<file path="src/hdl/rmof_pkg.sv">
`timescale 1ns / 1ps

package rmof_pkg;

   // sample word and band register widths
   localparam int SAMPLE_W = 32;
   localparam int FRAC_W   = 8;
   localparam int PROD_W   = SAMPLE_W + FRAC_W;

   // result word padded to a whole byte
   localparam int RSP_TDATA_W = 8;

   // band fraction after reset, about 0.1 in Q0.8
   localparam logic [FRAC_W-1:0] BAND_FRACTION_RESET = 8'd26;

   // extremes after a series start
   localparam logic signed [SAMPLE_W-1:0] SAMPLE_MAX = 32'sh7FFF_FFFF;
   localparam logic signed [SAMPLE_W-1:0] SAMPLE_MIN = 32'sh8000_0000;

   // result queue
   localparam int FIFO_DEPTH = 8;
   localparam int FIFO_AW    = 3;

   // control of a word inside the window tracker
   typedef struct packed {
      logic valid;
      logic start;
      logic warming;
   } stage_ctl_type;

   // control of a word handed to the band compare
   typedef struct packed {
      logic valid;
      logic warming;
   } band_ctl_type;

   // one result word
   typedef struct packed {
      logic outlier;
      logic warming;
   } result_type;

endpackage

</file>
<file path="src/hdl/rmof_fifo.sv">
`timescale 1ns / 1ps

module rmof_fifo (
   input  logic                 clock,
   input  logic                 reset,
   input  logic                 push,
   input  rmof_pkg::result_type push_data,
   input  logic                 pop,
   output logic                 head_valid,
   output rmof_pkg::result_type head
);

   localparam int CW = rmof_pkg::FIFO_AW + 1;

   rmof_pkg::result_type          mem_ff [rmof_pkg::FIFO_DEPTH];
   logic [rmof_pkg::FIFO_AW-1:0]  wptr_ff, wptr_in, rptr_ff, rptr_in;
   logic [CW-1:0]                 count_ff, count_in;

   // advance pointers and occupancy
   always_comb begin
      wptr_in  = push ? wptr_ff + rmof_pkg::FIFO_AW'(1) : wptr_ff;
      rptr_in  = pop ? rptr_ff + rmof_pkg::FIFO_AW'(1) : rptr_ff;
      count_in = count_ff + CW'(push) - CW'(pop);
   end

   always_ff @(posedge clock) begin
      if (reset) begin
         wptr_ff  <= '0;
         rptr_ff  <= '0;
         count_ff <= '0;
      end else begin
         wptr_ff  <= wptr_in;
         rptr_ff  <= rptr_in;
         count_ff <= count_in;
      end
   end

   always_ff @(posedge clock) begin
      if (push) begin
         mem_ff[wptr_ff] <= push_data;
      end
   end

   assign head_valid = count_ff != '0;
   assign head       = mem_ff[rptr_ff];

`ifndef SYNTH
   a_no_overflow: assert property (@(posedge clock) disable iff (reset)
      push |-> count_ff != CW'(rmof_pkg::FIFO_DEPTH))
      else $error("result queue overflow");
`endif

endmodule
</file>
<file path="config.mk">
export PLATFORM = sky130hd
export DESIGN_NAME = rmof_fifo
export DESIGN_NICKNAME = d
export VERILOG_FILES = /design/src/hdl/rmof_pkg.sv /design/src/hdl/rmof_fifo.sv
export SDC_FILE = /design/constraint.sdc
export NUM_CORES = 1
export LEC_CHECK = 0
export ABC_AREA = 1
export BUFFER_PORTS_ARGS = -buffer_cell sky130_fd_sc_hd__clkbuf_2
export CAP_MARGIN = 20
export CORE_MARGIN = 8
export CORE_UTILIZATION = 40
export CTS_CLUSTER_DIAMETER = 80
export DETAILED_ROUTE_END_ITERATION = 16
export PLACE_DENSITY = 0.59
export SLEW_MARGIN = 5
export SYNTH_ARGS = -nofsm -noshare
export SYNTH_HDL_FRONTEND = slang
export SYNTH_SLANG_ARGS = --single-unit
</file>
<file path="constraint.sdc">
create_clock -name clock -period 1.5 [get_ports clock]
set_input_delay 0.15 -clock clock [delete_from_list [all_inputs] [get_ports clock]]
set_output_delay 0.15 -clock clock [all_outputs]
set_load 0.02 [all_outputs]
</file>
-- Word level (Yosys, flattened, before mapping)
Memory sizes are Yosys's and may differ from the RTL's. A register that Yosys moved wholly into a read port is not among the register bits.
Cells that the tools add are included.
- ROM bits: 0
- RAM bits: 16
- bits in latches: 0
- output and inout bits: 3
- input bits: 6
- logic and storage cells: 13
- register bits: 10
- memories: 1
- memory list (memory ; words ; bits a word ; rd ports ; clocked after Yosys merged registers in ; write ports ; line ; text):
    mem_ff ; 8 ; 2 ; 1 ; 1 ; 1 ; rmof_fifo.sv:15 ; rmof_pkg::result_type mem_ff [rmof_pkg::FIFO_DEPTH];
- order comparisons: 0
- multipliers: 0
- add/sub/neg operators: 4
- divide/modulo/power cells: 0
- muxes and demuxes: 4
- eq/ne operators: 0
- reduce and logical (&&, ||, !) cells: 1
- shifts and indexed selects: 0
- bitwise operators: 0
- operators with widths (kind ; count):
    adder 3 x 1 -> 3 bit, second input constant ; 2
    2-to-1 mux 3 bit ; 2
    adder 4 x 1 -> 4 bit ; 1
    nonzero test 4 bit ; 1
    subtractor 4 x 1 -> 4 bit ; 1
    2-to-1 mux 1 bit ; 2

-- Depth between registers and ports, before layout
- word-level depth: 3
- mapped depth: 9
- gate-level depth less buffers: 9

-- Least setup slack after synthesis
OpenSTA, ideal clock, no wires.
- path type: flip-flop to flip-flop
- start: reg count_ff[0]
- end: reg count_ff[2]
- arrival time: 1.380 ns
- library setup time: 0.119 ns
- path slack: 0.000 ns
- path buffers: 0
- clock period less this slack: 1.500 ns
- cell stages (with the launch flop): 9
- data required time: 1.381 ns
- cell sequence: dfxtp_1 -> inv_1 -> ha_1 -> inv_1 -> ha_1 -> inv_1 -> fa_1 -> o21ai_0 -> a21oi_1
- cells in the longest elaborated chain, start to end: 2
- RTL lines (element ; line ; text):
    start, declared ; rmof_fifo.sv:17 ; logic [CW-1:0] count_ff, count_in;
    start signal, assigned ; rmof_fifo.sv:34 ; count_ff <= count_in;
    adder 4 x 1 -> 4 bit ; rmof_fifo.sv:23 ; count_in = count_ff + CW'(push) - CW'(pop);
    subtractor 4 x 1 -> 4 bit ; rmof_fifo.sv:23 ;
No other way between the ends.
A chain may end at the register's enable or synchronous reset.

-- Final worst setup path
- start: reg count_ff[0]
- end: reg count_ff[1]
Same word-level chain as after synthesis.

==> qor.csv <==
stage,metric,value,unit
detailed_routing,number of detailed-route iterations in the first pass,4,
clock_tree,deepest clock path buffer count,2,
timing,max-slew headroom at the worst pin,84.9,%
final_layout,non-filler instance count after layout,214,
power,peak ir drop on the vdd network,622,uV
global_route,via count of the first global-routing pass,934,
worst_setup_path,terminus of the critical flop-to-flop path,count_ff[1],
synth,mean instance size in the synthesized netlist,8.88,um^2
worst_setup_path,CP max-delay cell,fa_2,
timing,number of failing hold endpoints at the final stage,0,
floorplanning,area of the core,3260,um^2
synth,library cells used by synthesis,17,
timing,max-slew violation total from the final report,0,
clock_tree,number of hold buffers added after cts,0,
synth,sequential cell area fraction in the yosys report,56.0,%
final_layout,"most common cell after layout, fill and taps aside",nand2_1,
place,global placer's final weighted congestion,0.771,
clock_tree,CTS H-Tree Depth,2,
global_route,maximum number of pins on one net before global-route repair,10,
worst_setup_path,crit start category,register,
floorplanning,full die area,5400,um^2
final_layout,Antenna Cells,0,
synth,area of the mapped netlist,1320,um^2
global_route,initial antenna violation count,0,
global_route,gr usage total,8.98,%
synth,"post-synthesis share of cell area spent on and, or, nand and nor gates",20.1,%
final_layout,Post-Route Utilization,47.4,%
power,power density of the placed cells,1230,nW/um^2
detailed_routing,number of violations reported at the end of detailed-routing iteration 0,26,
worst_setup_path,number of logic stages on the critical path including buffering,7,
outcome,run status,completed,
synth,cells after synthesis,149,
worst_setup_path,Crit path largest cell delay,520,ps
floorplanning,starting density of the core,40.6,%
final_layout,most used cells in the layout excluding fill and tap cells,"nand2_1 (37), inv_1 (29), edfxtp_1 (16)",
timing,Max Fclk,687,MHz
synth,count of state elements after synthesis,29,
synth,number of synthesis warnings,0,
worst_setup_path,logic depth of the worst register-to-register path,7,
floorplanning,DIE WIDTH,73.5,um
worst_setup_path,required time of the worst setup path,1720,ps
worst_setup_path,critical path arrival,1680,ps
synth,multiplexer share of the synthesized area,0,%
timing,number of setup violations in the final report,0,
worst_hold_path,type of the most critical hold path,input pin to register,
worst_setup_path,termination of the worst setup path,count_ff[1],
final_layout,Area Growth Syn to Fin,16.8,%
floorplanning,Site Rows,21,
place,pre-CTS setup slack,-96.4,ps
synth,xor and xnor fraction of the mapped netlist area,0.662,%
floorplanning,I/O pin total,9,
timing,post-layout min period,1460,ps
detailed_routing,count of vias placed by the detailed router,928,
timing,transition time of the tightest slew-check pin,226,ps
detailed_routing,routed wirelength normalized by instance count,10.0,um
clock_tree,clock transition at the register clock pins on the worst setup and hold paths after CTS,90,ps
final_layout,net count reported at finish,181,
timing,final critical-path setup slack,44.4,ps
synth,Synth Area in Compound Gates,4.45,%
place,sum of net half-perimeters after detailed placement,1670,um
detailed_routing,Antenna Violating Nets Remaining,0,
worst_setup_path,slack of the worst reg-to-reg path,40,ps
synth,"Net Count, Synth",163,
worst_setup_path,endpoint class of the critical path,register,
final_layout,Filler Cell Count,334,
worst_setup_path,origin of the critical flop-to-flop path,count_ff[0],
synth,Post-Synth Adder-Cell Area,8.14,%
timing,worst clock skew,5.80,ps
detailed_routing,Routed Wire Length,2140,um
place,cell total after placement,204,
worst_setup_path,top fanout value on the critical path,2,
power,leakage,0.715,nW
timing,unrepaired setup endpoints after global routing,yes,
timing,Tcrit/Tclk final,97.0,%
run,max-capacitance violation count,0,
place,Buffers on Ports,8,
worst_setup_path,worst path buffer plus inverter count,3,
detailed_routing,drt via density,4.34,
synth,main combinational cell family by area after synthesis,simple AND/OR/NAND/NOR gates,
global_route,first-pass GRT wire length,3630,um
worst_setup_path,worst setup path startpoint,count_ff[0],
worst_setup_path,Critical Setup Path Class,register to register,
floorplanning,Die Y-Extent,73.5,um
worst_setup_path,kind of cell adding the most delay to the critical path,adder cells,
clock_tree,clock tree sinks,29,
clock_tree,root buf cell,clkbuf_4,
worst_setup_path,worst path cell trace,"inv_2, ha_4, inv_2, ha_4, inv_2, fa_2, nor2_1",
final_layout,fraction of layout instances using a drive strength above 1,19.6,%
clock_tree,CTS tree,done,
clock_tree,number of buffers added by the clock tree synthesis step,5,
clock_tree,"Clk Latency, worst-skew pair",320,ps
worst_setup_path,most frequent cell on the critical path,inv_2,
global_route,overflow left after global routing,0,
detailed_routing,DRC violations left,0,
-- power by group --
group          total (mW)  internal [mW]  switching [mW]
combinational       0.427          0.182           0.245
sequential          0.939          0.901          0.0382
clock               0.528          0.271           0.257
-- routing by layer --
layer | track usage, % | part of all wire [%] | vias up
met5 | 0 | 0 | -
li1 | - | - | 495
met4 | 4.66 | 1.7 | 0
met2 | 14.8 | 49 | 13
met3 | 5.05 | 4.6 | 4
met1 | 8.80 | 45 | 416
-- per-stage QoR --
step	power, mW	cell area [um^2]	TNS (ps)	hold slack [ps]
after floorplan	1.25	1320	0	212
after global placement	1.33	1420	-30.7	408
after detailed placement	1.35	1420	-115	414
after CTS	1.91	1510	-68.4	54.8
after global routing	2.04	1550	-31.1	62.2
final	1.89	1550	0	69.1
-- area by class of cell --
class	instances	area, um^2	area share [%]
clock buffer	7	65.1	4.21
timing repair buffer	12	72.6	4.70
tap	46	57.6	3.72
sequential	29	747	48.3
multi-input combinational	85	468	30.3
clock inverter	1	5.00	0.324
inverter	34	130	8.42
-- timing repair --
item | in CTS | in global routing
gates cloned | 0 | 0
pin swaps | 0 | 1
setup endpoints to repair | 4 | 4
setup buffers | 1 | 1
resized for setup | 5 | 12
-- Yosys cell counts --
cell      number  area (um^2)
dfxtp_1       13          260
o21ai_0        4         20.0
nor2_1        15         56.3
ha_1           7         87.6
or2_1          1         6.26
xnor2_1        1         8.76
buf_6          1         11.3
edfxtp_1      16          480
inv_1         32          120
fa_1           1         20.0
or2_4          1         8.76
inv_2          1         3.75
nand3_1       11         55.1
inv_4          1         6.26
a21oi_1        6         30.0
nand2_1       37          139
a21oi_2        1         8.76
-- logic make-up after synthesis --
logic type	Yosys count
AOI/OAI and AO/OA	11
xor gates and xnor gates	1
adders and majority gates	8
buffers and inverters	35
DFF	29
and+or+nand+nor	65
-- worst min path at each step --
stage | cells after the start | slack [ps] | to | from
final | 2 | 70 | wptr_ff[0] | reset
after global routing | 2 | 60 | wptr_ff[0] | reset
after CTS | 2 | 50 | wptr_ff[0] | reset
after detailed placement | 2 | 410 | wptr_ff[0] | reset
after global placement | 2 | 410 | wptr_ff[0] | reset
after floorplan | 1 | 210 | wptr_ff[0] | reset
Note: power is estimated with default switching activity, not from simulation.
