==> src/hdl/rmof_pkg.sv <==
`timescale 1ns / 1ps

package rmof_pkg;

   // sample word and band register widths
   localparam int SAMPLE_W = 32;
   localparam int FRAC_W   = 8;
   localparam int PROD_W   = SAMPLE_W + FRAC_W;

   // result word padded to a whole byte
   localparam int RSP_TDATA_W = 8;

   // band fraction after reset, about 0.1 in Q0.8
   localparam logic [FRAC_W-1:0] BAND_FRACTION_RESET = 8'd26;

   // extremes after a series start
   localparam logic signed [SAMPLE_W-1:0] SAMPLE_MAX = 32'sh7FFF_FFFF;
   localparam logic signed [SAMPLE_W-1:0] SAMPLE_MIN = 32'sh8000_0000;

   // result queue
   localparam int FIFO_DEPTH = 8;
   localparam int FIFO_AW    = 3;

   // control of a word inside the window tracker
   typedef struct packed {
      logic valid;
      logic start;
      logic warming;
   } stage_ctl_type;

   // control of a word handed to the band compare
   typedef struct packed {
      logic valid;
      logic warming;
   } band_ctl_type;

   // one result word
   typedef struct packed {
      logic outlier;
      logic warming;
   } result_type;

endpackage

==> src/hdl/rmof_band.sv <==
`timescale 1ns / 1ps

module rmof_band #(
   parameter int WINDOW = 256
) (
   input  logic                                              clock,
   input  logic                                              reset,
   input  rmof_pkg::band_ctl_type                            band_ctl,
   input  logic signed [rmof_pkg::SAMPLE_W-1:0]              band_x,
   input  logic signed [rmof_pkg::SAMPLE_W+$clog2(WINDOW):0] band_sum,
   input  logic [rmof_pkg::SAMPLE_W-1:0]                     band_spread,
   input  logic [rmof_pkg::FRAC_W-1:0]                       band_fraction,
   output logic                                              res_valid,
   output rmof_pkg::result_type                              res
);

   localparam int CMP_W = rmof_pkg::SAMPLE_W + $clog2(WINDOW) + 11;
   localparam logic signed [CMP_W-1:0] WIN_S    = CMP_W'(WINDOW);
   localparam logic signed [CMP_W-1:0] WIN256_S = CMP_W'(WINDOW * 256);

   // stage A: scaled sample, scaled sum, spread times fraction
   rmof_pkg::band_ctl_type             a_ctl_ff;
   logic signed [CMP_W-1:0]            a_lhs_ff, a_lhs_in, a_centre_ff, a_centre_in;
   logic [rmof_pkg::PROD_W-1:0]        a_prod_ff, a_prod_in;

   // stage B: band half-width
   rmof_pkg::band_ctl_type             b_ctl_ff;
   logic signed [CMP_W-1:0]            b_lhs_ff, b_centre_ff, b_half_ff, b_half_in;
   logic signed [CMP_W-1:0]            hi, lo;

   // scale the sample and the sum to a common fixed point
   always_comb begin
      a_lhs_in    = CMP_W'(band_x) * WIN256_S;
      a_centre_in = CMP_W'(band_sum) <<< 8;
      a_prod_in   = rmof_pkg::PROD_W'(band_spread) * rmof_pkg::PROD_W'(band_fraction);
      b_half_in   = $signed(CMP_W'(a_prod_ff)) * WIN_S;
   end

   always_ff @(posedge clock) begin
      if (reset) begin
         a_ctl_ff <= '0;
         b_ctl_ff <= '0;
      end else begin
         a_ctl_ff <= band_ctl;
         b_ctl_ff <= a_ctl_ff;
      end
   end

   always_ff @(posedge clock) begin
      a_lhs_ff    <= a_lhs_in;
      a_centre_ff <= a_centre_in;
      a_prod_ff   <= a_prod_in;
      b_lhs_ff    <= a_lhs_ff;
      b_centre_ff <= a_centre_ff;
      b_half_ff   <= b_half_in;
   end

   // test against both band edges
   always_comb begin
      hi            = b_centre_ff + b_half_ff;
      lo            = b_centre_ff - b_half_ff;
      res_valid     = b_ctl_ff.valid;
      res.warming   = b_ctl_ff.warming;
      res.outlier   = !b_ctl_ff.warming && (b_lhs_ff > hi || b_lhs_ff < lo);
   end

endmodule

==> config.mk <==
export PLATFORM = sky130hd
export DESIGN_NAME = rmof_band
export DESIGN_NICKNAME = d
export VERILOG_FILES = /design/src/hdl/rmof_pkg.sv /design/src/hdl/rmof_band.sv
export SDC_FILE = /design/constraint.sdc
export NUM_CORES = 1
export LEC_CHECK = 0
export ABC_AREA = 1
export ABC_CLOCK_PERIOD_IN_PS = 6100
export BUFFER_PORTS_ARGS = -buffer_cell sky130_fd_sc_hd__buf_2
export CORE_MARGIN = 2
export CORE_UTILIZATION = 31
export CTS_CLUSTER_DIAMETER = 30
export DETAILED_ROUTE_END_ITERATION = 8
export SLEW_MARGIN = 40
export SYNTH_ARGS = -nofsm -noshare
export SYNTH_HDL_FRONTEND = slang
export SYNTH_SLANG_ARGS = --single-unit
export TNS_END_PERCENT = 1
==> constraint.sdc <==
create_clock -name clock -period 6.1 [get_ports clock]
set_clock_uncertainty 0.15 [all_clocks]
set_input_delay 0.61 -clock clock [delete_from_list [all_inputs] [get_ports clock]]
set_output_delay 0.61 -clock clock [all_outputs]
set_load 0.005 [all_outputs]
After elaboration in Yosys (flattened, before gate mapping)

Index checks and enable logic that the tools add are counted.

Register bits after elaboration: 230
Output and inout bits: 3
Word-level logic and storage cells: 18

Add/subtract/negate cells: 2
$mul: 1
$lt $le $gt $ge: 2
Reductions and logical operators: 3

Operator list:

| operator                                                   | count |
|---|---|
| 49-bit by 49-bit adder with 50-bit output                  | 1 |
| 48-bit by 50-bit greater-than comparator with 1-bit output | 1 |
| 48-bit by 50-bit less-than comparator with 1-bit output    | 1 |
| 49-bit by 49-bit subtractor with 50-bit output             | 1 |
| 32-bit by 8-bit multiplier with 40-bit output              | 1 |
| 1-bit logical AND                                          | 1 |
| 1-bit logical NOT                                          | 1 |
| 1-bit logical OR                                           | 1 |

Depth between registers and ports, before layout

Depth in word-level cells: 4
Gate-level depth with buffers: 28

Worst setup path before layout

No wires, ideal clock.

Path kind: input -> register
Start point: input band_fraction[7] (netlist bit)
End point: register a_prod_ff[26] (netlist bit)
Library setup time: 0.121 ns
Arrival time: 4.523 ns
Data required time: 5.829 ns
Setup slack: 1.306 ns
Cell stages on the path: 18
Buffers on the path: 1
Cell sequence: clkbuf_1 > nand2_1 > fa_1 > fa_1 > inv_1 > fa_1 > inv_1 > fa_1 > inv_1 > ha_1 > a21oi_1 > o21ai_1 > a21o_1 > a21oi_2 > o21bai_1 > nand2_1 > nand2_1 > xor2_1

Longest elaborated chain between the ends: 1

RTL lines:

| what                                          | RTL line        | RTL |
|---|---|---|
| start: declaration                            | rmof_band.sv:12 | `input logic [rmof_pkg::FRAC_W-1:0] band_fraction,` |
| 32-bit by 8-bit multiplier with 40-bit output | rmof_band.sv:35 | `a_prod_in = rmof_pkg::PROD_W'(band_spread) * rmof_pkg::PROD_W'(band_fraction);` |
| named net a_prod_in (one bit)                 | rmof_band.sv:24 | `logic [rmof_pkg::PROD_W-1:0] a_prod_ff, a_prod_in;` |
| end signal: assignment                        | rmof_band.sv:52 | `a_prod_ff <= a_prod_in;` |
| end: declaration                              | rmof_band.sv:24 |  |

The timed path passes the listed nets, and every way through them passes these cells.
A chain may end at the register's enable or synchronous reset.

==> impl_metrics.py <==
metrics = {
    "flow_run": {
        "drv_cap": 0,
    },
    "critical_path": {
        "worstSetupStartpointType": "flop",
        "criticalPathCategory": "flop to output pin",
        "critPathMaxFanout": 9,
        "cp-end-kind": "output pin",
        "cp_data_arrival_time_ps": 4930,
        "required_ps": 5340,
    },
    "logic_synthesis": {
        "yosysWarningCount": 0,
        "yosys.area.top_type": "dfxtp_1",
        "synthMostInstantiatedCell": "inv_1",
        "synth_ff_type": "dfxtp_1",
        "synth_area_um2": 20700,
        "syn-mean-instance-area_um2": 7.45,
        "ys_seq_area_share_pct": 22.3,
        "async_flop_share_pct": 0,
        "yosys.area.top_type_share_pct": 22.3,
        "synth_edf_count": 0,
        "synth-seq-cells": 230,
        "synthCells": 2774,
        "synth_fp_nets": 3281,
        "synthTopCellsByArea": "dfxtp_1 (22%), fa_1 (18%), ha_1 (13%), inv_1 (12%), nand2_1 (10%)",
        "synth_cell_types": 47,
        "synthTopCellsByCount": "inv_1 (635), nand2_1 (568), dfxtp_1 (230), nor2_1 (216), ha_1 (208)",
    },
    "finish": {
        "areaGrowthSynthToFinish_pct": 16.5,
        "nets": 3414,
        "layout-drive-gt1-share_pct": 9.17,
        "diodes": 0,
        "final_cells": 3809,
    },
    "clock_tree": {
        "htree_levels": 2,
        "cts_root_buffer": "clkbuf_16",
        "ctsLongestPathBuffers": 3,
        "clk_pin_slew_ps": 60,
        "cts_setup_buffers": 0,
        "cts_buffers": 46,
        "cts.sinks": 230,
        "cts_tree": "yes",
        "clk_latency_ps": 560,
    },
    "grt": {
        "gr-total-overflow": 0,
        "grt_usage_pct": 17.1,
        "grt_max_degree": 33,
        "met2_usage_pct": 29.8,
        "antenna_found_initial": 1,
        "grt_pass1_vias": 17800,
        "grt_busiest_layer": "met2",
        "use_met1_pct": 22.8,
        "grtUsageMet3_pct": 1.57,
        "grt_pass1_wl_mm": 92.4,
    },
    "floorplanning": {
        "die_area_um2": 68700,
        "start_util_pct": 31.4,
        "ios": 120,
        "num_rows": 94,
        "coreArea_um2": 65900,
        "die_x_um": 262,
        "die_height_um": 262,
    },
    "routing": {
        "vias_per_cell": 4.56,
        "routed-via-count": 17400,
        "routedWlPerCell_um": 15.3,
        "ant_nets": 0,
        "drcViolationCount": 0,
        "drt_iter0_drc": 1072,
        "wl_mm": 58.2,
        "first_pass_iters": 5,
    },
    "placed_design": {
        "gp_congestion": 0.978,
        "post-dp-hpwl_mm": 49.4,
        "port_buffers": 119,
        "dp.cells": 3674,
    },
    "timing": {
        "final-setup-viol-count": 0,
        "max_freq_mhz": 176,
        "hold_violations": 0,
        "rsz0062_at_grt": "no",
        "worst_pin_slew_ps": 747,
        "tns_ps": 0,
        "relSlewSlack_pct": 50.2,
        "drv_slew": 0,
        "min_period_ps": 5690,
        "period_share_pct": 93.3,
    },
    "power": {
        "p_leak_nw": 12.7,
        "pwr_density_cell_nw_per_um2": 519,
        "ir_worst_vdd_mv": 0.225,
    },
    "hold_path": {
        "hold_class": "primary input to flop",
    },
    "run_status": {
        "status": "completed",
    },
}
metal layers:
layer / wire [um] / up-vias
met2: 27900 / 425
met4: 1120 / 0
met3: 2550 / 71
met1: 26700 / 8144
met5: 0 / -
li1: - / 8746
logic make-up (layout without fill, tap and decap cells):
group	Yosys count	in the layout	share of synthesized area (%)
and+or+nand+nor	940	940	18.8
buffers and inverters	731	902	13.7
adders and majority gates	390	390	30.2
AOI/OAI and AO/OA	388	388	11.0
DFF	230	230	22.3
xor gates and xnor gates	95	95	4.03
flip-flops by register name, summed over array words and instances, names as in the netlist:
register / cells
a_ctl_ff: 2
b_half_ff: 40
a_prod_ff: 40
b_lhs_ff: 32
b_centre_ff: 41
a_lhs_ff: 32
res: 1
res_valid: 1
a_centre_ff: 41
cells in the final DEF (no fill, tap or decap), types with 11 or more instances in the layout:
cell           synthesis  routed
xnor2_1               15      15
nand4_1               22      22
a21oi_2               16      16
a21o_1                13      13
nand3_1               68      68
dlygate4sd3_1          0      49
nor2_1               216     216
o21ai_1               17      17
a21oi_1              157     157
nor2_2                11      11
dfxtp_1              230     230
fa_1                 182     182
buf_2                 19     119
a31oi_1               29      29
o21bai_1              22      22
nor3_1                22      21
nand2_1              568     568
inv_1                635     635
clkbuf_16              0      47
ha_1                 208     208
o21ai_0               90      90
xor2_1                80      80
report_power, final:
group          internal [W]  leakage [nW]  total (W)  switching, W
Clock               0.00155         0.783    0.00251      0.000956
Sequential          0.00187          1.94    0.00202      0.000152
Combinational       0.00275          9.95    0.00796       0.00521
Total               0.00617          12.7     0.0125       0.00632
stage by stage:
step	setup WS [ps]	hold slack [ps]	instance area (um2)	utilization (%)	power (W)
floorplan	1310	160	20700	-	0.00776
global placement	703	160	22000	33.3	0.00985
detailed placement	602	162	22000	33.3	0.00990
CTS	193	0.0452	24100	36.5	0.0125
global route	40.4	1.57	24100	36.5	0.0137
finish	411	22.1	24100	36.5	0.0125
worst max-delay path: stages, from the launching register on:
cell and delay [ps]:
dfxtp_1 370, inv_1 60, ha_1 420, nor2_1 140
inv_1 70, nor2_1 200, inv_1 130, nor4_1 480
o21ai_0 380, nand4_1 200, nand2_1 100, ha_1 280
nand2_1 40, nor2_1 100, nand2_1 80, nor3_1 320
nand2_1 230, o21a_1 240, nand2_1 60, nand2_1 40
nand2_1 80, nand2_1 80, a21oi_1 150, buf_2 120
final timing paths:
kind,startpoint,endpoint,slack [ps],cells past startpoint
worst max-delay path,b_half_ff[38],res[1],410,23
worst min-delay path,band_sum[2],a_centre_ff[10],20,1
worst max register to register,a_ctl_ff[1],res_valid,5460,2
worst min register to register,a_lhs_ff[27],b_lhs_ff[27],150,0
final cells by class:
type	count	area, um2
Timing Repair Buffer	171	1110
Clock inverter	35	417
Multi-Input combinational cell	1813	13200
Clock buffer	51	1200
Fill cell	7041	41800
Inverter	645	2420
Tap cell	864	1080
Sequential cell	230	4600
timing repair:
action / in CTS / in global routing
resized for setup: 0 / 1
setup endpoints to repair: 0 / 1
hold buffers: 49 / 0
hold endpoints to repair: 49 / 0
(Power assumes the default switching activity.)
